**config.mk**
```make
export PLATFORM = sky130hd
export DESIGN_NAME = gfrn_ctrl
export DESIGN_NICKNAME = d
export VERILOG_FILES = /design/src/design/gfrn_pkg.sv /design/src/design/gfrn_ctrl.sv
export VERILOG_INCLUDE_DIRS = /design/src /design/src/design
export SDC_FILE = /design/constraint.sdc
export NUM_CORES = 1
export LEC_CHECK = 0
export BUFFER_PORTS_ARGS = -buffer_cell sky130_fd_sc_hd__buf_2
export CORE_AREA = 2 2 39 41
export DETAILED_ROUTE_END_ITERATION = 8
export DIE_AREA = 0 0 41 43
export SLEW_MARGIN = 25
export SYNTH_ARGS = -nofsm -noshare
export SYNTH_HDL_FRONTEND = slang
export SYNTH_SLANG_ARGS = --single-unit
```
**constraint.sdc**
```tcl
create_clock -name clk -period 1.8 [get_ports clk]
set_clock_uncertainty 0.15 [all_clocks]
set_input_delay 0.27 -clock clk [delete_from_list [all_inputs] [get_ports clk]]
set_output_delay 0.27 -clock clk [all_outputs]
set_load 0.1 [all_outputs]
```
**src/design/grayscale_frame_rotate_negate_macros.svh**
```systemverilog
// ----------------------------------------------------------------------------
// grayscale_frame_rotate_negate assertion macros
// shared concurrent assertion forms, clocked on clk, off while rst_n is low
// ----------------------------------------------------------------------------
`ifndef GRAYSCALE_FRAME_ROTATE_NEGATE_MACROS_SVH
`define GRAYSCALE_FRAME_ROTATE_NEGATE_MACROS_SVH

// same-cycle implication
`define GFRN_ASSERT_NOW(name, ante, cons, msg) \
  name: assert property (@(posedge clk) disable iff (!rst_n) (ante) |-> (cons)) \
    else $error(msg);

// next-cycle implication
`define GFRN_ASSERT_NEXT(name, ante, cons, msg) \
  name: assert property (@(posedge clk) disable iff (!rst_n) (ante) |=> (cons)) \
    else $error(msg);

`endif

```
**src/design/gfrn_pkg.sv**
```systemverilog
// ----------------------------------------------------------------------------
// gfrn_pkg
// shared types, codes and defaults of the grayscale frame rotate/negate block
// ----------------------------------------------------------------------------
`default_nettype none

package gfrn_pkg;

  localparam int DEF_MAX_WIDTH  = 256;
  localparam int DEF_MAX_HEIGHT = 256;
  localparam int DEF_PIXEL_BITS = 16;

  // port field widths
  localparam int DATA_BITS     = 16;
  localparam int CFG_IDX_BITS  = 2;
  localparam int CFG_DATA_BITS = 16;
  localparam int CFG_DIM_BITS  = 9;
  localparam int LEVEL_BITS    = 16;
  localparam int XFORM_BITS    = 2;

  // register indexes
  localparam logic [CFG_IDX_BITS-1:0] CFG_FRAME_WIDTH  = 2'd0;
  localparam logic [CFG_IDX_BITS-1:0] CFG_FRAME_HEIGHT = 2'd1;
  localparam logic [CFG_IDX_BITS-1:0] CFG_MAX_LEVEL    = 2'd2;
  localparam logic [CFG_IDX_BITS-1:0] CFG_TRANSFORM    = 2'd3;

  // transform codes
  localparam logic [XFORM_BITS-1:0] XF_NONE      = 2'd0;
  localparam logic [XFORM_BITS-1:0] XF_NEGATE    = 2'd1;
  localparam logic [XFORM_BITS-1:0] XF_ROT_RIGHT = 2'd2;
  localparam logic [XFORM_BITS-1:0] XF_ROT_LEFT  = 2'd3;

  // item kinds
  localparam logic FUNC_STORE = 1'b0;
  localparam logic FUNC_FETCH = 1'b1;

  // register reset values
  localparam logic [CFG_DIM_BITS-1:0] RST_FRAME_WIDTH  = 9'd256;
  localparam logic [CFG_DIM_BITS-1:0] RST_FRAME_HEIGHT = 9'd256;
  localparam logic [LEVEL_BITS-1:0]   RST_MAX_LEVEL    = 16'd255;
  localparam logic [XFORM_BITS-1:0]   RST_TRANSFORM    = XF_NONE;

  // controller to datapath
  typedef struct packed {
    logic take;  // latch the accepted word
    logic calc;  // frame size, output position, coordinates
    logic step;  // store write or read address
    logic read;  // frame store read
    logic emit;  // load the output register
  } gfrn_cmd_t;

  // datapath to controller
  typedef struct packed {
    logic fetch;
  } gfrn_sts_t;

endpackage

`default_nettype wire

```
**src/design/gfrn_ctrl.sv**
```systemverilog
// ----------------------------------------------------------------------------
// gfrn_ctrl
// sequencer for one word at a time, plus output word valid
// ----------------------------------------------------------------------------
`default_nettype none

`include "grayscale_frame_rotate_negate_macros.svh"

module gfrn_ctrl (
  input  wire logic                 clk,
  input  wire logic                 rst_n,
  input  wire logic                 in_tvalid,
  output logic                      in_tready,
  output logic                      out_tvalid,
  input  wire logic                 out_tready,
  input  wire gfrn_pkg::gfrn_sts_t  sts,
  output gfrn_pkg::gfrn_cmd_t       cmd
);
  import gfrn_pkg::*;

  localparam logic [2:0] ST_IDLE = 3'd0;
  localparam logic [2:0] ST_SIZE = 3'd1;
  localparam logic [2:0] ST_ADDR = 3'd2;
  localparam logic [2:0] ST_READ = 3'd3;
  localparam logic [2:0] ST_DONE = 3'd4;

  logic [2:0] state_r, state_nxt;
  logic       out_valid_r, out_valid_nxt;
  logic       out_free;

  assign out_free   = !out_valid_r || out_tready;
  assign in_tready  = (state_r == ST_IDLE);
  assign out_tvalid = out_valid_r;

  always_comb begin
    cmd.take = in_tvalid && in_tready;
    cmd.calc = (state_r == ST_SIZE);
    cmd.step = (state_r == ST_ADDR);
    cmd.read = (state_r == ST_READ);
    cmd.emit = (state_r == ST_DONE) && out_free;
  end

  always_comb begin
    state_nxt = state_r;
    unique case (state_r)
      ST_IDLE: if (in_tvalid) state_nxt = ST_SIZE;
      ST_SIZE: state_nxt = ST_ADDR;
      ST_ADDR: state_nxt = sts.fetch ? ST_READ : ST_IDLE;
      ST_READ: state_nxt = ST_DONE;
      ST_DONE: if (out_free) state_nxt = ST_IDLE;
      default: state_nxt = ST_IDLE;
    endcase
  end

  always_comb begin
    out_valid_nxt = out_valid_r;
    if (cmd.emit) begin
      out_valid_nxt = 1'b1;
    end else if (out_tready) begin
      out_valid_nxt = 1'b0;
    end
  end

  always_ff @(posedge clk) begin
    if (!rst_n) begin
      state_r     <= ST_IDLE;
      out_valid_r <= 1'b0;
    end else begin
      state_r     <= state_nxt;
      out_valid_r <= out_valid_nxt;
    end
  end

  `GFRN_ASSERT_NEXT(a_accept_starts, in_tvalid && in_tready, state_r == ST_SIZE && !in_tready, "accepted word did not start work")
  `GFRN_ASSERT_NEXT(a_store_no_result, state_r == ST_ADDR && !sts.fetch, state_r == ST_IDLE && !cmd.emit, "store word went on toward a result")
  `GFRN_ASSERT_NEXT(a_read_then_done, state_r == ST_READ, state_r == ST_DONE, "read not followed by result stage")
  `GFRN_ASSERT_NEXT(a_done_fills_free, state_r == ST_DONE && !out_valid_r, out_valid_r, "result not loaded into free output register")

endmodule

`default_nettype wire

```
==> impl_metrics.json, run 1 <==
{
  "coreArea_um2": 1380,
  "gp_congestion": 0.667,
  "grt_max_degree": 7,
  "rrSetupSlack_ns": 0.70,
  "total_power_uw": 342,
  "cts_made_buffers": 3,
  "cap_violations": 0,
  "holdWs_ns": 0.151,
  "grt_pass1_vias": 205,
  "synth_cell_types": 15,
  "grt_overflow": 0,
  "whs_path_depth": 2,
  "wl_per_cell_um": 8.52,
  "ctsResizeCount": 0,
  "finalHoldViolations": 0,
  "endpoint_kind": "output pin",
  "timing.critical_path.to": "cmd[0]",
  "grt_setup_unrepaired": "no",
  "regToRegEndpoint": "state_r[2]$_SDFFE_PN0P_",
  "crit_fanout": 3,
  "place_ws_ns": 0.258,
  "fp.dieW_um": 41,
  "setup_viol": 0,
  "cts_tree": "yes",
  "ys_seq_elements": 4,
  "required_ns": 1.38,
  "relSlewSlack_pct": 68.0,
  "clock-sinks": 4,
  "peakVddDrop_uv": 260,
  "vias": 215,
  "drtIter0Drc": 3,
  "design.die.area_um2": 1760,
  "ant_nets": 0,
  "via_per_inst": 3.98,
  "p_per_area_nw_per_um2": 758,
  "drtPass1Iterations": 2,
  "placementRows": 14,
  "netlist_area_um2": 218,
  "drive_gt1_share_pct": 71.1,
  "worstSkewPairLatency_ns": 0.23,
  "tightestPinTransition_ns": 0.483,
  "drt_wl_total_um": 460,
  "finalSetupTns_ns": 0,
  "grt_pass1_wl_um": 759,
  "cts-root-buf": "clkbuf_4",
  "yosysSeqAreaShare_pct": 36.8,
  "grt_usage_pct": 6.93,
  "path_clk_slew_ns": 0.04,
  "hp-class": "in -> reg",
  "post_cts_buffers": 0,
  "start_kind": "flop",
  "diodes": 0,
  "drc": 0,
  "r2r-start": "state_r[0]$_SDFFE_PN0P_",
  "layout_common_cells": "buf_12, buf_2",
  "hpwl_um": 398,
  "port_buffers": 11,
  "post-route-worst-setup-slack_ns": 0.0661,
  "yosysWarnings": 0,
  "worstPathArrival_ns": 1.31,
  "synthCells": 22,
  "die_h_um": 43,
  "final_util_pct": 32.6,
  "startpoint": "state_r[0]$_SDFFE_PN0P_",
  "fin_crit_ns": 1.73,
  "antenna_found_initial": 0,
  "initial_core_util_pct": 15.7,
  "critPathKind": "reg -> out",
  "syn_avg_cell_area_um2": 9.90,
  "rr_worst_depth": 3,
  "status": "complete, no violations",
  "hold_buffers": 0,
  "num_io_pins": 12,
  "clockBufferDepth": 2,
  "syn_nets": 27,
  "p_leak_nw": 0.186,
  "nets": 45,
  "final_max_slew_viol_count": 0,
  "clock.fmax_mhz": 577,
  "final_common_cell": "buf_12",
  "htreeDepth": 1,
  "areaGrowthSynthToFinish_pct": 107,
  "min_period_over_period_pct": 96.3
}
## per-stage QoR
stage	instance area, um2	cells
after floorplan	246	22
after global placement	427	51
after detailed placement	427	51
after CTS	449	54
after global routing	452	54
final	452	54
## how the worst min path moves through the flow
stage	startpoint	endpoint	slack [ns]
2_1_floorplan	rst_n	state_r[2]$_SDFFE_PN0P_	0.23
3_3_place_gp	out_tvalid$_SDFFE_PN0P_	out_tvalid$_SDFFE_PN0P_	0.34
3_5_place_dp	out_tvalid$_SDFFE_PN0P_	out_tvalid$_SDFFE_PN0P_	0.34
4_1_cts	rst_n	state_r[2]$_SDFFE_PN0P_	0.14
5_1_grt	rst_n	state_r[2]$_SDFFE_PN0P_	0.16
6_report	rst_n	state_r[2]$_SDFFE_PN0P_	0.15
## where the power goes
group	internal, mW	switching [mW]
logic	0.0532	0.0875
clock network	0.0743	0.0327
registers	0.0927	0.00185
total	0.220	0.122
## kinds of logic (layout without fill, tap and decap cells)
| kind of cell | Yosys count | count (layout) | synth area share, % |
|---|---|---|---|
| and+or+nand+nor | 13 | 13 | 40.8 |
| DFF | 4 | 4 | 36.8 |
| AOI/OAI and AO/OA | 3 | 3 | 14.4 |
| muxes | 1 | 1 | 4.60 |
| buffers and inverters | 1 | 17 | 3.45 |
## synthesized netlist by cell type (all sizes together)
cell	instances	area, um2
buf	1	7.51
nand3b	2	15.0
nand2b	3	18.8
and3b	1	10.0
nor2b	1	6.26
and2	1	6.26
or3b	1	11.3
o2bb2ai	1	15.0
a21oi	1	5.00
mux2i	1	10.0
nor2	1	3.75
a21boi	1	11.3
nor3b	1	7.51
dfxtp	4	80.1
nor3	2	10.0
## flip-flops by register name, indices dropped and copies added, names as in the netlist
| signal | cells |
|---|---|
| out_tvalid | 1 |
| state_r | 3 |
## critical path, stage by stage (launching register included)
cell and delay [ns]:
dfxtp_1 0.31, or3b_4 0.42, nor2b_2 0.17, buf_12 0.19
## cell type report
type | count | area, um2
Clock buffer | 3 | 22.5
Fill cell | 149 | 932
Multi-Input combinational cell | 17 | 160
Sequential cell | 4 | 81.3
Tap cell | 16 | 20.0
Timing Repair Buffer | 14 | 168
## per-layer routing
metal	vias up	routed length, um	global-route usage (%)
li1	112	-	-
met1	98	163	6.43
met2	5	273	9.69
met3	0	24	3.14
met4	0	0	8.00
met5	-	0	0
Power figures use the tool's default switching activity.
==> inputs of run 2 (changes only) <==
==> constraint.sdc (replaced) <==
create_clock -name clk -period 1.8 [get_ports clk]
set_clock_uncertainty 0.15 [all_clocks]
set_input_delay 0.54 -clock clk [delete_from_list [all_inputs] [get_ports clk]]
set_output_delay 0.54 -clock clk [all_outputs]
set_load 0.1 [all_outputs]
==> run 2 against run 1 <==
The run now ends with negative setup slack left. Register-to-register slack got worse by 0.12 ns. Hold slack improved by 0.20 ns. Final area increased by 18%. Maximum frequency fell by 11%. Critical path depth did not move. Sequential share of layout area down 2.0 points. Critical path type unchanged. Largest cell class unchanged.
==> impl_metrics.json, run 2 (same netlist as run 1, synthesis figures left out) <==
{
  "regToRegEndpoint": "state_r[2]$_SDFFE_PN0P_",
  "min_period_over_period_pct": 109,
  "nets": 52,
  "clkPwrFrac_pct": 30.8,
  "post-route-worst-setup-slack_ns": -0.159,
  "layout_common_cells": "buf_4, buf_12, buf_2",
  "antenna_found_initial": 0,
  "diodes": 0,
  "via_per_inst": 4.11,
  "initial_core_util_pct": 15.7,
  "tightestPinTransition_ns": 0.483,
  "placementRows": 14,
  "violations": "negative setup slack",
  "status": "finished, violations left",
  "drtIter0Drc": 1,
  "gp_congestion": 0.611,
  "hpwl_um": 402,
  "grt_usage_pct": 8.73,
  "drc": 0,
  "clock.fmax_mhz": 511,
  "drive_gt1_share_pct": 84.4,
  "hp-class": "reg -> reg",
  "peakVddDrop_uv": 227,
  "rrSetupSlack_ns": 0.58,
  "worst_hold_startpoint": "out_tvalid$_SDFFE_PN0P_",
  "crit_fanout": 2,
  "r2r-start": "state_r[2]$_SDFFE_PN0P_",
  "num_io_pins": 12,
  "start_kind": "flop",
  "port_buffers": 11,
  "required_ns": 1.11,
  "grt_setup_unrepaired": "yes",
  "hold_buffers": 0,
  "cts-root-buf": "clkbuf_4",
  "cts_made_buffers": 3,
  "p_leak_nw": 0.233,
  "critPathKind": "reg -> out",
  "holdPathEnd": "state_r[2]$_SDFFE_PN0P_",
  "cts_tree": "yes",
  "final_max_slew_viol_count": 0,
  "finalHoldViolations": 0,
  "worstSkewPairLatency_ns": 0.24,
  "grt_overflow": 0,
  "top_register": "state_r",
  "dpl-instance-area_um2": 453,
  "grt_max_degree": 7,
  "htreeDepth": 1,
  "internal_power_uw": 236,
  "relSlewSlack_pct": 68.0,
  "p_switching_uw": 133,
  "swShare_pct": 36.1,
  "vias": 251,
  "clock-sinks": 4,
  "die_h_um": 43,
  "p_comb_share_pct": 43.5,
  "fin_crit_ns": 1.96,
  "rr_worst_depth": 4,
  "p_per_area_nw_per_um2": 693,
  "worstPathArrival_ns": 1.27,
  "fp.dieW_um": 41,
  "final_common_cell": "buf_4",
  "whs_path_depth": 2,
  "endpoint_kind": "output pin",
  "clockBufferDepth": 2,
  "coreArea_um2": 1380,
  "grt_pass1_wl_um": 959,
  "areaGrowthSynthToFinish_pct": 145,
  "path_clk_slew_ns": 0.04,
  "fin_area_um2": 533,
  "wl_per_cell_um": 8.80,
  "holdWs_ns": 0.352,
  "largest_reg_flops": 3,
  "ant_nets": 0,
  "setup_viol": 5,
  "grt_pass1_vias": 247,
  "cap_violations": 0,
  "drt_wl_total_um": 537,
  "p_seq_share_pct": 25.8,
  "total_power_uw": 369,
  "drtPass1Iterations": 2,
  "design.die.area_um2": 1760
}
[run 2: cell count changes in the layout (fill, tap and decap cells not counted)]
cell      change
buf_6         +2
dfxtp_1       -3
nand2b_1      -1
nor2b_4       +1
buf_4         +5
dfxtp_2       +3
nor2b_2       -1
nor2_2        -1
nor2_4        +1
nand2b_4      +1
[run 2: per-layer routing]
layer	vias up	routed length [um]	global-route usage, %	part of all wire (%)
li1	124	-	-	-
met3	2	31	4.71	5.8
met1	118	184	7.72	34
met5	-	0	0	0
met2	7	304	12.2	57
met4	0	16	10.0	3.0
[run 2: cell type report]
class                   instances  area, um2
clock buffers                   3       22.5
flip-flops and latches          4       85.1
fillers                       139        851
multi-input cells              17        178
well taps                      16       20.0
repair buffers                 21        228
[run 2: how the worst max path moves through the flow]
stage               slack [ns]  cells after the start     end               startpoint
global route             -0.20                      3  cmd[0]  state_r[0]$_SDFFE_PN0P_
global placement         -0.04                      4  cmd[0]               out_tready
finish                   -0.16                      3  cmd[0]  state_r[0]$_SDFFE_PN0P_
CTS                      -0.17                      3  cmd[0]  state_r[0]$_SDFFE_PN0P_
detailed placement       -0.05                      4  cmd[0]               out_tready
floorplan                -0.56                      2  cmd[4]  state_r[2]$_SDFFE_PN0P_
[run 2: power groups by stage]
| stage | clock [mW] | combinational, mW | sequential, mW |
|---|---|---|---|
| floorplan | 0 | 0.0838 | 0.103 |
| global placement | 0 | 0.146 | 0.0963 |
| detailed placement | 0 | 0.146 | 0.0963 |
| CTS | 0.119 | 0.159 | 0.0952 |
| global route | 0.127 | 0.167 | 0.0956 |
| finish | 0.114 | 0.160 | 0.0952 |
[run 2: timing repair]
action | in CTS | in global routing
buffers inserted | 2 | 2
gates resized for setup | 6 | 0
pin swaps | 2 | 3
endpoints found under the setup margin | 6 | 6
[run 2: per-stage QoR]
| stage | worst slack [ns] | util, % | std cells | TNS, ns |
|---|---|---|---|---|
| after floorplan | -0.556 | - | 22 | -0.995 |
| after global placement | -0.0375 | 32.7 | 54 | -0.0375 |
| after detailed placement | -0.0519 | 32.7 | 54 | -0.0519 |
| after CTS | -0.167 | 37.4 | 59 | -0.528 |
| after global routing | -0.200 | 38.5 | 61 | -0.645 |
| final | -0.159 | 38.5 | 61 | -0.409 |
[run 2: critical path: stages, from the launching register on]
cell and delay (ns):
dfxtp_2 0.31, or3b_4 0.41, nor2b_4 0.14, buf_12 0.18
==> inputs of run 3 (changes only) <==
PLACE_DENSITY_LB_ADDON = 0.2   (was default)
==> run 3 against run 2 <==
The flow still finishes with violations (negative setup slack). Critical endpoint unchanged. Via count is 2.8% lower. Hold slack better by 0.0028 ns. Final area stayed put. Critical path depth stayed put. Clock-buffer cell count is the same. Routed wire length rose by 14%. Total power down 0.33%. First-iteration DRC count rose by 100%.
==> impl_metrics.json, run 3 (same netlist as run 1, synthesis figures left out) <==
{
  "cts-root-buf": "clkbuf_4",
  "start_kind": "flop",
  "cts_tree": "yes",
  "worstSkewPairLatency_ns": 0.24,
  "layout_common_cells": "buf_4, buf_12, buf_2",
  "holdPathEnd": "state_r[2]$_SDFFE_PN0P_",
  "whs_path_depth": 2,
  "via_per_inst": 4.00,
  "grt_usage_pct": 8.74,
  "gp_congestion": 0.696,
  "grt_pass1_wl_mm": 1.01,
  "die_h_um": 43,
  "clock-sinks": 4,
  "rrSetupSlack_ns": 0.58,
  "post-route-worst-setup-slack_ns": -0.153,
  "path_clk_slew_ns": 0.04,
  "antenna_found_initial": 0,
  "drt_wl_total_um": 613,
  "hold_buffers": 0,
  "cpPeakStageDelay_ns": 0.39,
  "nets": 52,
  "worst_hold_startpoint": "out_tvalid$_SDFFE_PN0P_",
  "placementRows": 14,
  "fin_area_um2": 533,
  "place_ws_ns": -0.0334,
  "drive_gt1_share_pct": 84.4,
  "clockBufferDepth": 2,
  "areaGrowthSynthToFinish_pct": 145,
  "p_leak_nw": 0.232,
  "drtPass1Iterations": 4,
  "finalHoldViolations": 0,
  "status": "finished, violations left",
  "p_per_area_nw_per_um2": 690,
  "peakVddDrop_uv": 320,
  "grt_max_degree": 7,
  "regArea_um2": 85.1,
  "setup_viol": 5,
  "slowest_stage": "or3b_4",
  "required_ns": 1.11,
  "hpwl_um": 453,
  "grt_setup_unrepaired": "yes",
  "crit_fanout": 2,
  "final_max_slew_viol_count": 0,
  "num_io_pins": 12,
  "r2r-start": "state_r[2]$_SDFFE_PN0P_",
  "rr_worst_depth": 4,
  "holdWs_ns": 0.355,
  "htreeDepth": 1,
  "fp.dieW_um": 41,
  "multi_input_area_um2": 178,
  "port_buffers": 11,
  "hp-class": "reg -> reg",
  "ant_nets": 0,
  "tightestPinTransition_ns": 0.486,
  "top_register": "state_r",
  "final_common_cell": "buf_4",
  "drc": 0,
  "relSlewSlack_pct": 67.8,
  "regToRegEndpoint": "state_r[2]$_SDFFE_PN0P_",
  "violations": "negative setup slack",
  "n_fill_cell": 142,
  "critPathKind": "reg -> out",
  "initial_core_util_pct": 15.7,
  "grt_overflow": 0,
  "cts_made_buffers": 3,
  "grt_pass1_vias": 257,
  "clock.fmax_mhz": 512,
  "diodes": 0,
  "wl_per_cell_um": 10.0,
  "vias": 244,
  "drtIter0Drc": 2,
  "dpl-instance-area_um2": 453,
  "fin_crit_ns": 1.95,
  "cap_violations": 0,
  "crit_path_cell_trace": "or3b_4 -> nor2b_4 -> buf_12",
  "largest_reg_flops": 3,
  "coreArea_um2": 1380,
  "design.die.area_um2": 1760,
  "min_period_over_period_pct": 108,
  "endpoint_kind": "output pin",
  "worstPathArrival_ns": 1.26
}
==> run 3: power breakdown <==
part / switching (mW) / internal, mW / total, mW
combinational: 0.0934 / 0.0686 / 0.162
clock: 0.0359 / 0.0745 / 0.110
sequential: 0.00207 / 0.0933 / 0.0954
==> run 3: metal layers <==
layer	global-route usage (%)	vias up	wire length [um]
li1	-	124	-
met1	9.35	113	256
met2	13.4	7	309
met3	7.85	0	47
met4	0	0	0
met5	0	-	0
==> run 3: worst max-delay path by stage <==
stage	startpoint	to	slack, ns	depth (start not counted)
5_1_grt	state_r[2]$_SDFFE_PN0P_	cmd[0]	-0.20	3
3_5_place_dp	out_tready	cmd[0]	-0.03	4
4_1_cts	state_r[2]$_SDFFE_PN0P_	cmd[0]	-0.16	3
2_1_floorplan	state_r[2]$_SDFFE_PN0P_	cmd[4]	-0.56	2
3_3_place_gp	out_tready	cmd[0]	-0.03	4
6_report	state_r[2]$_SDFFE_PN0P_	cmd[0]	-0.15	3
==> run 3: worst max-delay path: cells and delay by family (launching register included) <==
kind / cells / cell delay [ns]
AND/OR/NAND/NOR: 2 / 0.53
flip-flops: 1 / 0.32
buffers and inverters: 1 / 0.18
==> run 3: metrics by stage <==
stage,power (mW),util [%],std cells,setup TNS [ns]
after detailed placement,0.244,32.7,54,-0.0334
after floorplan,0.187,-,22,-0.995
final,0.368,38.5,61,-0.396
after global placement,0.243,32.7,54,-0.0279
after global routing,0.386,38.5,61,-0.650
after CTS,0.371,37.4,59,-0.515
==> run 3: what timing repair did <==
item,in CTS,in global routing
resized for setup,6,0
setup endpoints to repair,6,6
pin swaps,3,2
setup buffers,2,2
==> run 3: final cells by class <==
| cell class | count | share of cell area [%] |
|---|---|---|
| clock buffers | 3 | 4.23 |
| repair buffers | 21 | 42.7 |
| flip-flops and latches | 4 | 16.0 |
| multi-input cells | 17 | 33.3 |
| well taps | 16 | 3.76 |
